`config.mk`:
```
export PLATFORM = sky130hd
export DESIGN_NAME = moesi_coherence_controller_top
export DESIGN_NICKNAME = d
export VERILOG_FILES = /design/src/design/moesi_pkg.sv /design/src/design/moesi_coherence_controller_top.sv /design/src/design/moesi_state_ram.sv /design/src/design/moesi_next_state.sv
export SDC_FILE = /design/constraint.sdc
export NUM_CORES = 2
export LEC_CHECK = 0
export BUFFER_PORTS_ARGS = -buffer_cell sky130_fd_sc_hd__buf_4
export CORE_ASPECT_RATIO = 0.7
export CORE_MARGIN = 2
export CORE_UTILIZATION = 45
export DETAILED_ROUTE_END_ITERATION = 16
export SLEW_MARGIN = 20
export SYNTH_ARGS = -nofsm -noshare
export SYNTH_HDL_FRONTEND = slang
export SYNTH_SLANG_ARGS = --single-unit
```
`constraint.sdc`:
```
create_clock -name clock -period 14.2 [get_ports clock]
set_clock_uncertainty 0.15 [all_clocks]
set_input_delay 2.84 -clock clock [delete_from_list [all_inputs] [get_ports clock]]
set_output_delay 2.84 -clock clock [all_outputs]
set_load 0.005 [all_outputs]
```
`src/design/moesi_pkg.sv`:
```
// ----------------------------------------------------------------------------
// moesi_pkg
// Shared types and constants for the MOESI snooping coherence controller.
// ----------------------------------------------------------------------------
package moesi_pkg;

   // Number of tracked lines; must be a power of two (index is taken modulo).
   localparam int NUM_LINES  = 256;
   localparam int IDX_W      = $clog2(NUM_LINES);
   localparam int LINE_IDX_W = 8;
   localparam int ADDR_W     = 32;
   localparam int NODE_W     = 4;

   typedef enum logic [3:0] {
      ST_I  = 4'd0,
      ST_S  = 4'd1,
      ST_E  = 4'd2,
      ST_O  = 4'd3,
      ST_M  = 4'd4,
      ST_IM = 4'd5,
      ST_IS = 4'd6,
      ST_SM = 4'd7,
      ST_OM = 4'd8
   } line_state_type;

   typedef enum logic [2:0] {
      CMD_LOAD  = 3'd0,
      CMD_STORE = 3'd1,
      CMD_GETS  = 3'd2,
      CMD_GETM  = 3'd3,
      CMD_DATA  = 3'd4
   } cmd_type;

   typedef enum logic [1:0] {
      BUS_NONE = 2'd0,
      BUS_GETS = 2'd1,
      BUS_GETM = 2'd2
   } bus_req_type;

   typedef enum logic [1:0] {
      ERR_NONE      = 2'd0,
      ERR_UNEXPECTED = 2'd1,
      ERR_TRANSIENT = 2'd2
   } err_type;

   // One input item as held while its line state is looked up.
   typedef struct packed {
      cmd_type           cmd;
      logic [IDX_W-1:0]  idx;
      logic [ADDR_W-1:0] block_addr;
      logic [NODE_W-1:0] requester_id;
      logic              shared_seen;
   } req_type;

   // One result item.
   typedef struct packed {
      bus_req_type       bus_request;
      logic              data_on_bus;
      logic [NODE_W-1:0] data_dest;
      logic [ADDR_W-1:0] out_addr;
      logic              data_to_proc;
      logic              assert_shared;
      logic              miss;
      logic              silent_upgrade;
      err_type           error_code;
      line_state_type    new_state;
   } rsp_type;

endpackage

```
`src/design/moesi_coherence_controller_top.sv`:
```
// ----------------------------------------------------------------------------
// moesi_coherence_controller_top
// The item and its line state read are registered at accept, and the result
// is loaded into the output register once that register is free. No new item
// is taken until then, set by the read-modify-write of the line state memory
// (read issued at accept, write back when the result loads).
// Reset: all lines read as Invalid at once via per-line valid flags; there is
// no clearing pass, and items are taken from the first cycle after reset.
// ----------------------------------------------------------------------------
module moesi_coherence_controller_top (
   input  logic        clock,
   input  logic        reset,
   input  logic        req_tvalid,
   output logic        req_tready,
   // line_index[7:0], block_addr[39:8], requester_id[43:40], shared_seen[44], zero pad
   input  logic [47:0] req_tdata,
   // cmd[2:0]
   input  logic [2:0]  req_tuser,
   output logic        rsp_tvalid,
   input  logic        rsp_tready,
   // bus_request[1:0], data_on_bus[2], data_dest[6:3], out_addr[38:7],
   // data_to_proc[39], assert_shared[40], miss[41], silent_upgrade[42],
   // error_code[44:43], new_state[48:45], zero pad
   output logic [55:0] rsp_tdata
);

   logic                      accept;
   logic                      out_free;
   logic                      done;
   logic                      busy_ff;
   logic                      busy_in;
   logic                      rsp_valid_ff;
   logic                      rsp_valid_in;
   moesi_pkg::req_type        req_ff;
   moesi_pkg::req_type        req_in;
   moesi_pkg::rsp_type        rsp_ff;
   moesi_pkg::rsp_type        rsp_calc;
   moesi_pkg::line_state_type cur_state;

   assign req_tready = !busy_ff;
   assign accept     = req_tvalid && req_tready;
   assign out_free   = !rsp_valid_ff || rsp_tready;
   assign done       = busy_ff && out_free;

   // The line index is reduced modulo the store depth by its low bits.
   always_comb begin
      req_in.cmd          = moesi_pkg::cmd_type'(req_tuser);
      req_in.idx          = req_tdata[moesi_pkg::IDX_W-1:0];
      req_in.block_addr   = req_tdata[39:8];
      req_in.requester_id = req_tdata[43:40];
      req_in.shared_seen  = req_tdata[44];
   end

   always_comb begin
      busy_in = busy_ff;
      if (accept) begin
         busy_in = 1'b1;
      end else if (done) begin
         busy_in = 1'b0;
      end
   end

   always_comb begin
      rsp_valid_in = rsp_valid_ff;
      if (done) begin
         rsp_valid_in = 1'b1;
      end else if (rsp_tready) begin
         rsp_valid_in = 1'b0;
      end
   end

   always_ff @(posedge clock) begin
      if (reset) begin
         busy_ff      <= 1'b0;
         rsp_valid_ff <= 1'b0;
      end else begin
         busy_ff      <= busy_in;
         rsp_valid_ff <= rsp_valid_in;
      end
   end

   always_ff @(posedge clock) begin
      if (accept) begin
         req_ff <= req_in;
      end
      if (done) begin
         rsp_ff <= rsp_calc;
      end
   end

   // The next read starts only after this write has landed, so the same
   // line never needs forwarding.
   moesi_state_ram u_state_ram (
      .clock    (clock),
      .reset    (reset),
      .rd_en    (accept),
      .rd_idx   (req_in.idx),
      .wr_en    (done),
      .wr_idx   (req_ff.idx),
      .wr_state (rsp_calc.new_state),
      .rd_state (cur_state)
   );

   moesi_next_state u_next_state (
      .req (req_ff),
      .cur (cur_state),
      .rsp (rsp_calc)
   );

   assign rsp_tvalid = rsp_valid_ff;
   assign rsp_tdata  = {7'd0, rsp_ff.new_state, rsp_ff.error_code, rsp_ff.silent_upgrade,
                        rsp_ff.miss, rsp_ff.assert_shared, rsp_ff.data_to_proc,
                        rsp_ff.out_addr, rsp_ff.data_dest, rsp_ff.data_on_bus,
                        rsp_ff.bus_request};

endmodule

```
`src/design/moesi_state_ram.sv`:
```
// ----------------------------------------------------------------------------
// moesi_state_ram
// Line state store: a one-read, one-write synchronous memory with per-line
// valid flags so that every line reads as Invalid right after reset.
// ----------------------------------------------------------------------------
module moesi_state_ram (
   input  logic                             clock,
   input  logic                             reset,
   input  logic                             rd_en,
   input  logic [moesi_pkg::IDX_W-1:0]      rd_idx,
   input  logic                             wr_en,
   input  logic [moesi_pkg::IDX_W-1:0]      wr_idx,
   input  moesi_pkg::line_state_type        wr_state,
   output moesi_pkg::line_state_type        rd_state
);

   moesi_pkg::line_state_type mem [moesi_pkg::NUM_LINES];
   logic [moesi_pkg::NUM_LINES-1:0] valid_ff;
   logic [moesi_pkg::NUM_LINES-1:0] valid_in;
   moesi_pkg::line_state_type       rd_data_ff;
   logic                            rd_valid_ff;

   always_comb begin
      valid_in = valid_ff;
      if (wr_en) begin
         valid_in[wr_idx] = 1'b1;
      end
   end

   always_ff @(posedge clock) begin
      if (reset) begin
         valid_ff <= '0;
      end else begin
         valid_ff <= valid_in;
      end
   end

   always_ff @(posedge clock) begin
      if (wr_en) begin
         mem[wr_idx] <= wr_state;
      end
   end

   always_ff @(posedge clock) begin
      if (rd_en) begin
         rd_data_ff  <= mem[rd_idx];
         rd_valid_ff <= valid_ff[rd_idx];
      end
   end

   // A line never written since reset is Invalid.
   assign rd_state = rd_valid_ff ? rd_data_ff : moesi_pkg::ST_I;

endmodule

```
`src/design/moesi_next_state.sv`:
```
// ----------------------------------------------------------------------------
// moesi_next_state
// MOESI transition and action logic for one processor request or one
// snooped bus message against the current state of its line.
// ----------------------------------------------------------------------------
module moesi_next_state (
   input  moesi_pkg::req_type         req,
   input  moesi_pkg::line_state_type  cur,
   output moesi_pkg::rsp_type         rsp
);

   moesi_pkg::line_state_type nxt;
   moesi_pkg::bus_req_type    bus_req;
   moesi_pkg::err_type        err;
   logic                      bus;
   logic                      proc;
   logic                      ash;
   logic                      miss;
   logic                      silent;
   logic                      is_store;

   assign is_store = (req.cmd == moesi_pkg::CMD_STORE);

   always_comb begin
      nxt     = cur;
      bus_req = moesi_pkg::BUS_NONE;
      err     = moesi_pkg::ERR_NONE;
      bus     = 1'b0;
      proc    = 1'b0;
      ash     = 1'b0;
      miss    = 1'b0;
      silent  = 1'b0;
      unique case (req.cmd)
         moesi_pkg::CMD_LOAD, moesi_pkg::CMD_STORE: begin
            unique case (cur)
               moesi_pkg::ST_I: begin
                  bus_req = is_store ? moesi_pkg::BUS_GETM : moesi_pkg::BUS_GETS;
                  nxt     = is_store ? moesi_pkg::ST_IM : moesi_pkg::ST_IS;
                  miss    = 1'b1;
               end
               moesi_pkg::ST_S, moesi_pkg::ST_O: begin
                  if (is_store) begin
                     bus_req = moesi_pkg::BUS_GETM;
                     nxt     = (cur == moesi_pkg::ST_S) ? moesi_pkg::ST_SM
                                                        : moesi_pkg::ST_OM;
                     miss    = 1'b1;
                  end else begin
                     proc = 1'b1;
                  end
               end
               moesi_pkg::ST_E: begin
                  proc = 1'b1;
                  if (is_store) begin
                     nxt    = moesi_pkg::ST_M;
                     silent = 1'b1;
                  end
               end
               moesi_pkg::ST_M: begin
                  proc = 1'b1;
               end
               default: begin
                  err = moesi_pkg::ERR_TRANSIENT;
               end
            endcase
         end
         moesi_pkg::CMD_GETS, moesi_pkg::CMD_GETM, moesi_pkg::CMD_DATA: begin
            unique case (cur)
               moesi_pkg::ST_I: begin
               end
               moesi_pkg::ST_S: begin
                  if (req.cmd == moesi_pkg::CMD_DATA) begin
                     err = moesi_pkg::ERR_UNEXPECTED;
                  end else begin
                     ash = 1'b1;
                     if (req.cmd == moesi_pkg::CMD_GETM) begin
                        nxt = moesi_pkg::ST_I;
                     end
                  end
               end
               moesi_pkg::ST_E, moesi_pkg::ST_O, moesi_pkg::ST_M: begin
                  if (req.cmd == moesi_pkg::CMD_DATA) begin
                     err = moesi_pkg::ERR_UNEXPECTED;
                  end else begin
                     bus = 1'b1;
                     if (req.cmd == moesi_pkg::CMD_GETS) begin
                        ash = 1'b1;
                        // An owner keeps ownership; E drops to S, M to O.
                        if (cur == moesi_pkg::ST_E) begin
                           nxt = moesi_pkg::ST_S;
                        end else if (cur == moesi_pkg::ST_M) begin
                           nxt = moesi_pkg::ST_O;
                        end
                     end else begin
                        nxt = moesi_pkg::ST_I;
                     end
                  end
               end
               moesi_pkg::ST_IM: begin
                  if (req.cmd == moesi_pkg::CMD_DATA) begin
                     proc = 1'b1;
                     nxt  = moesi_pkg::ST_M;
                  end
               end
               moesi_pkg::ST_SM: begin
                  if (req.cmd == moesi_pkg::CMD_GETS) begin
                     ash = 1'b1;
                  end else if (req.cmd == moesi_pkg::CMD_DATA) begin
                     proc = 1'b1;
                     nxt  = moesi_pkg::ST_M;
                  end
               end
               moesi_pkg::ST_OM: begin
                  // Still the owner while the upgrade is pending.
                  if (req.cmd == moesi_pkg::CMD_GETS) begin
                     ash = 1'b1;
                     bus = 1'b1;
                  end else if (req.cmd == moesi_pkg::CMD_GETM) begin
                     bus = 1'b1;
                     nxt = moesi_pkg::ST_IM;
                  end else begin
                     proc = 1'b1;
                     nxt  = moesi_pkg::ST_M;
                  end
               end
               moesi_pkg::ST_IS: begin
                  if (req.cmd == moesi_pkg::CMD_DATA) begin
                     proc = 1'b1;
                     nxt  = req.shared_seen ? moesi_pkg::ST_S : moesi_pkg::ST_E;
                  end
               end
               default: begin
                  err = moesi_pkg::ERR_UNEXPECTED;
               end
            endcase
         end
         default: begin
            err = moesi_pkg::ERR_UNEXPECTED;
         end
      endcase
   end

   always_comb begin
      rsp.bus_request    = bus_req;
      rsp.data_on_bus    = bus;
      rsp.data_dest      = bus ? req.requester_id : '0;
      rsp.out_addr       = ((bus_req != moesi_pkg::BUS_NONE) || bus || proc)
                           ? req.block_addr : '0;
      rsp.data_to_proc   = proc;
      rsp.assert_shared  = ash;
      rsp.miss           = miss;
      rsp.silent_upgrade = silent;
      rsp.error_code     = err;
      rsp.new_state      = nxt;
   end

endmodule

```
**Yosys cells after proc, flatten, opt, wreduce, memory -nomap -nowiden**

Memory sizes are Yosys's and may differ from the RTL's. A register that Yosys moved wholly into a read port is not among the register bits.
Index checks and enable logic that the tools add are counted.

- $lt $le $gt $ge: 3
- Bitwise logic cells: 1
- Reductions and logical operators: 24
- Muxes and demuxes: 56
- Equal/unequal tests: 12

Operators with widths:

| operator | count |
|---|---|
| OR 256 bit | 1 |
| 2-to-1 mux 4 bit | 14 |
| one-hot mux 4 bit (6 select lines) | 1 |
| 2-to-1 mux 1 bit | 22 |
| < comparator 8 x 9 -> 1 bit (second input constant) | 2 |
| == test 4 x 3 -> 1 bit (second input constant) | 4 |
| 2-to-1 mux 2 bit | 6 |
| one-hot mux 2 bit (2 select lines) | 3 |
| one-hot mux 4 bit (3 select lines) | 1 |
| OR reduction 2 bit | 5 |
| OR reduction 5 bit | 2 |
| binary-select mux 1 bit (select 8 bit) | 1 |
| demux 1 bit (select 8 bit) | 1 |
| == test 4 x 2 -> 1 bit (second input constant) | 2 |
| >= comparator 8 x 1 -> 1 bit (second input constant) | 1 |
| one-hot mux 1 bit (2 select lines) | 4 |
| one-hot mux 4 bit (2 select lines) | 1 |
| == test 3 x 2 -> 1 bit (second input constant) | 2 |
| one-hot mux 1 bit (3 select lines) | 2 |
| nonzero test 2 bit | 3 |
| OR reduction 3 bit | 2 |
| == test 4 x 1 -> 1 bit (second input constant) | 1 |
| == test 4 bit (second input constant) | 1 |
| logical NOT 4 bit | 1 |
| other kinds (8) | 13 |

- Word-level logic and storage cells: 116
- Flip-flop bits (word level): 356
- Memories: 1
- Input bits: 55
- Memory bits (writable): 1024
- Output and inout port bits: 58

Memories:

| name | depth | width | read ports | clocked after memory_dff | wr ports | line | RTL |
|---|---|---|---|---|---|---|---|
| u_state_ram.mem | 256 | 4 | 1 | 1 | 1 | moesi_state_ram.sv:17 | `moesi_pkg::line_state_type mem [moesi_pkg::NUM_LINES];` |

**Depth between registers and ports, before layout**

- Word-level depth: 8
- Depth in mapped cells: 12
- Gate-level depth less buffers: 7

**Modules after synthesis**

A second synthesis with hierarchy kept.

- Cells, all modules: 3350
- Area total of the unflattened synthesis: 54245.8 µm²

By module, submodules not included:

| module | sequential area each (µm²) | cells each | instances | area an instance (µm²) |
|---|---|---|---|---|
| moesi_state_ram | 36024.6 | 3073 | 1 | 50100.6 |
| moesi_coherence_controller_top | 2952.8 | 114 | 1 | 3056.7 |
| moesi_next_state | 0.0 | 163 | 1 | 1088.5 |

**Least setup slack after synthesis**

Ideal clock, no wire load.

- Kind: register -> register
- From: register req_ff[45] (netlist bit)
- To: register rsp_ff (netlist bit rsp_tdata[48]), data pin
- Setup slack: 248 ps
- Buffers on the path: 2
- Period minus slack after synthesis: 13952 ps
- Setup time: 2281 ps
- Cell stages (with the launch flop): 7
- Arrival: 11521 ps
- Data required time: 11769 ps
- Cell sequence: edfxtp_1 clkbuf_1 or3b_2 clkbuf_1 a21boi_0 o31ai_1 a21boi_0

RTL lines:

| element | line | RTL |
|---|---|---|
| start, declared | moesi_coherence_controller_top.sv:34 | `moesi_pkg::req_type req_ff;` |
| start signal, assigned | moesi_coherence_controller_top.sv:84 | `req_ff <= req_in;` |
| end signal, assigned | moesi_coherence_controller_top.sv:87 | `rsp_ff <= rsp_calc;` |
| end, declared | moesi_coherence_controller_top.sv:36 | `moesi_pkg::rsp_type rsp_ff;` |

==> impl_metrics.py <==
metrics = {
    "detailed_routing": {
        "drt-vias-per-instance": 5.899,
        "wl_met3_um": 12370,
        "avgRoutedWirePerCell_um": 27.18,
        "drt_first_pass_iters": 5,
        "routed_wl_um": 141900,
        "drc": 0,
        "wl_met2_um": 61590,
        "highest_layer": "met5",
        "drt_first_iter_violations": 3724,
        "final_antenna_net_count": 0,
        "wl_met1_um": 64700,
        "vias": 30805,
    },
    "yosys": {
        "async_reset_ff_share_pct": 0,
        "synth_edf_count": 1126,
        "synth.distinct_cells": 66,
        "ys_seq_area_share_pct": 71.65,
        "synthFlopType": "edfxtp_1",
        "yosys.area.top_type": "edfxtp_1",
        "synth-seq-cells": 1384,
        "synth.area.top_cells": "edfxtp_1 (62%), mux4_2 (11%), dfxtp_1 (9.5%)",
        "synth_area_um2": 54400,
        "synth_cells": 3416,
        "ys.warnings.count": 0,
        "synth_area_per_cell_um2": 15.93,
        "synth_top_area_share_pct": 62.15,
    },
    "min_path": {
        "hold_class": "register to register",
    },
    "timing": {
        "post-route-period-util_pct": 48.40,
        "slew_violations": 0,
        "maxSlewHeadroom_pct": 18.86,
        "finalHoldViolations": 0,
        "finalWorstSetupSlack_ns": 7.327,
        "rsz0062_at_grt": "false",
        "fmax_mhz": 145.5,
        "fin_tns_setup_ns": 0,
        "min_period_ns": 6.873,
        "tightest_slew_ns": 1.213,
        "setup_viol": 0,
    },
    "global_routing": {
        "grt_pass1_wl_um": 206400,
        "first_global_vias": 29656,
        "antenna_found_initial": 5,
        "grt_max_degree": 202,
        "grt_overflow": 0,
        "track_usage_pct": 22.99,
    },
    "worst_setup_path": {
        "path_class": "input port to register",
        "arrival_ns": 7.20,
        "worstPathMaxFanout": 100,
        "cp_data_required_time_ns": 14.53,
        "cp-start-kind": "input port",
        "cp-end-kind": "register",
    },
    "job": {
        "cap_violations": 0,
    },
    "die": {
        "dieHeight_um": 294.9,
        "start_util_pct": 45.48,
        "boundaryPins": 113,
        "core_region_area_um2": 119600,
        "rows": 106,
        "die_x_um": 419.6,
        "dieArea_um2": 123700,
    },
    "run_status": {
        "status": "finished, final reports clean",
    },
    "clocking": {
        "cts_sinks": 1384,
        "cts_tree": "built",
        "clkTransAtPathRegs_ns": 0.06,
        "clkLatencyLatePin_ns": 0.78,
        "hold_buffers": 0,
        "clk_path_buf_depth": 3,
        "cts-buffers-inserted": 135,
        "cts_setup_buffers": 0,
        "root_buffer": "clkbuf_16",
        "h-tree-depth": 4,
        "cts_resized": 0,
    },
    "final_layout": {
        "final_common_cell": "edfxtp_1",
        "final_cell_mix": "edfxtp_1 (1,126), nor2_1 (611), dfxtp_1 (258), mux4_2 (254), a21oi_1 (251)",
        "drive_gt1_share_pct": 18.11,
        "fillers": 9905,
        "syn_to_final_growth_pct": 12.44,
        "nets": 3546,
    },
    "placement": {
        "portBuffers": 102,
        "post-place-ws_ns": 6.704,
        "place_hpwl_um": 85960,
        "place.gp.congestion": 0.8135,
    },
    "pwr": {
        "powerDensity_nw_per_um2": 142.1,
        "power.total_mw": 8.693,
        "ir_worst_vdd_mv": 0.1223,
        "p_leak_nw": 19.82,
    },
}
-- cell type report --
class / count / area (um2) / area share, %
Multi-Input combinational cell: 1790 / 14250 / 23.29
Inverter: 7 / 26.28 / 0.04295
Tap cell: 1620 / 2027 / 3.314
Sequential cell: 1384 / 38980 / 63.72
Antenna cell: 2 / 5.005 / 0.008182
Clock buffer: 172 / 3717 / 6.077
Timing Repair Buffer: 173 / 1403 / 2.293
Clock inverter: 74 / 767.0 / 1.254
-- critical path, cell delays in order --
cell and delay, ns:
buf_8 0.49, buf_12 0.60, buf_12 0.46, mux4_1 0.70
mux4_2 0.57, o221ai_1 0.31, a21oi_1 0.14, a21oi_2 0.51
o211ai_1 0.21
-- routing by layer --
layer  GRT usage (%)  vias to the layer above
li1                -                    13357
met4           6.642                        2
met1           35.39                    15980
met5               0                        -
met2           32.60                     1280
met3           5.258                      186
-- power breakdown --
group	internal (mW)	total, mW	switching [mW]
Combinational	0.149	0.512	0.362
Sequential	4.50	4.52	0.0212
Clock	2.11	3.66	1.55
Total	6.76	8.69	1.93
-- path summary, 6_finish.rpt --
| check | startpoint | endpoint | slack (ns) | depth (start not counted) |
|---|---|---|---|---|
| setup reg to reg | u_state_ram.rd_valid_ff$_DFFE_PP_ | u_state_ram.mem[78][1]$_DFFE_PP_ | 9.54 | 8 |
| hold / removal | u_state_ram.valid_ff[244]$_SDFFE_PP0P_ | u_state_ram.valid_ff[244]$_SDFFE_PP0P_ | 0.31 | 2 |
| setup / recovery | req_tdata[0] | u_state_ram.rd_data_ff[3]$_DFFE_PP_ | 7.33 | 9 |
| hold reg to reg | u_state_ram.valid_ff[244]$_SDFFE_PP0P_ | u_state_ram.valid_ff[244]$_SDFFE_PP0P_ | 0.31 | 2 |
-- Yosys cell counts, drive strengths merged, types with 9 or more instances --
master,instances
nand2b,15
buf,82
and2,21
o21ai,52
a21oi,255
nand4,9
edfxtp,1126
o221ai,36
nand3,33
nor2b,48
nor2,613
dfxtp,258
nand2,46
nor3,41
clkbuf,159
mux2i,157
a211oi,35
mux4,257
a31oi,9
a221oi,9
o22ai,57
a22oi,20
-- per-stage QoR --
stage	utilization (%)	std cells	hold slack, ns	cell area, um2
finish	51.13	5222	0.3130	61170
global route	51.13	5220	0.3218	61160
CTS	51.08	5218	0.3160	61110
detailed placement	47.33	4972	0.3010	56620
global placement	47.33	4972	0.2914	56620
floorplan	-	3422	0.2815	54420
-- registers in the layout, summed over array words and instances (netlist names) --
signal	cells
req_ff	48
u_state_ram.valid_ff	256
rsp_tdata	49
rsp_tvalid	1
busy_ff	1
u_state_ram.rd_valid_ff	1
u_state_ram.rd_data_ff	4
u_state_ram.mem	1024
-- kinds of logic after synthesis --
logic type | count (synthesis) | synth area share, %
DFF | 1384 | 71.65
and+or+nand+nor | 855 | 6.690
AOI/OAI and AO/OA | 511 | 5.681
muxes | 414 | 13.55
buffers and inverters | 248 | 2.378
xor gates and xnor gates | 3 | 0.04831
other | 1 | 0.006893
Note: power is estimated with default switching activity, not from simulation.
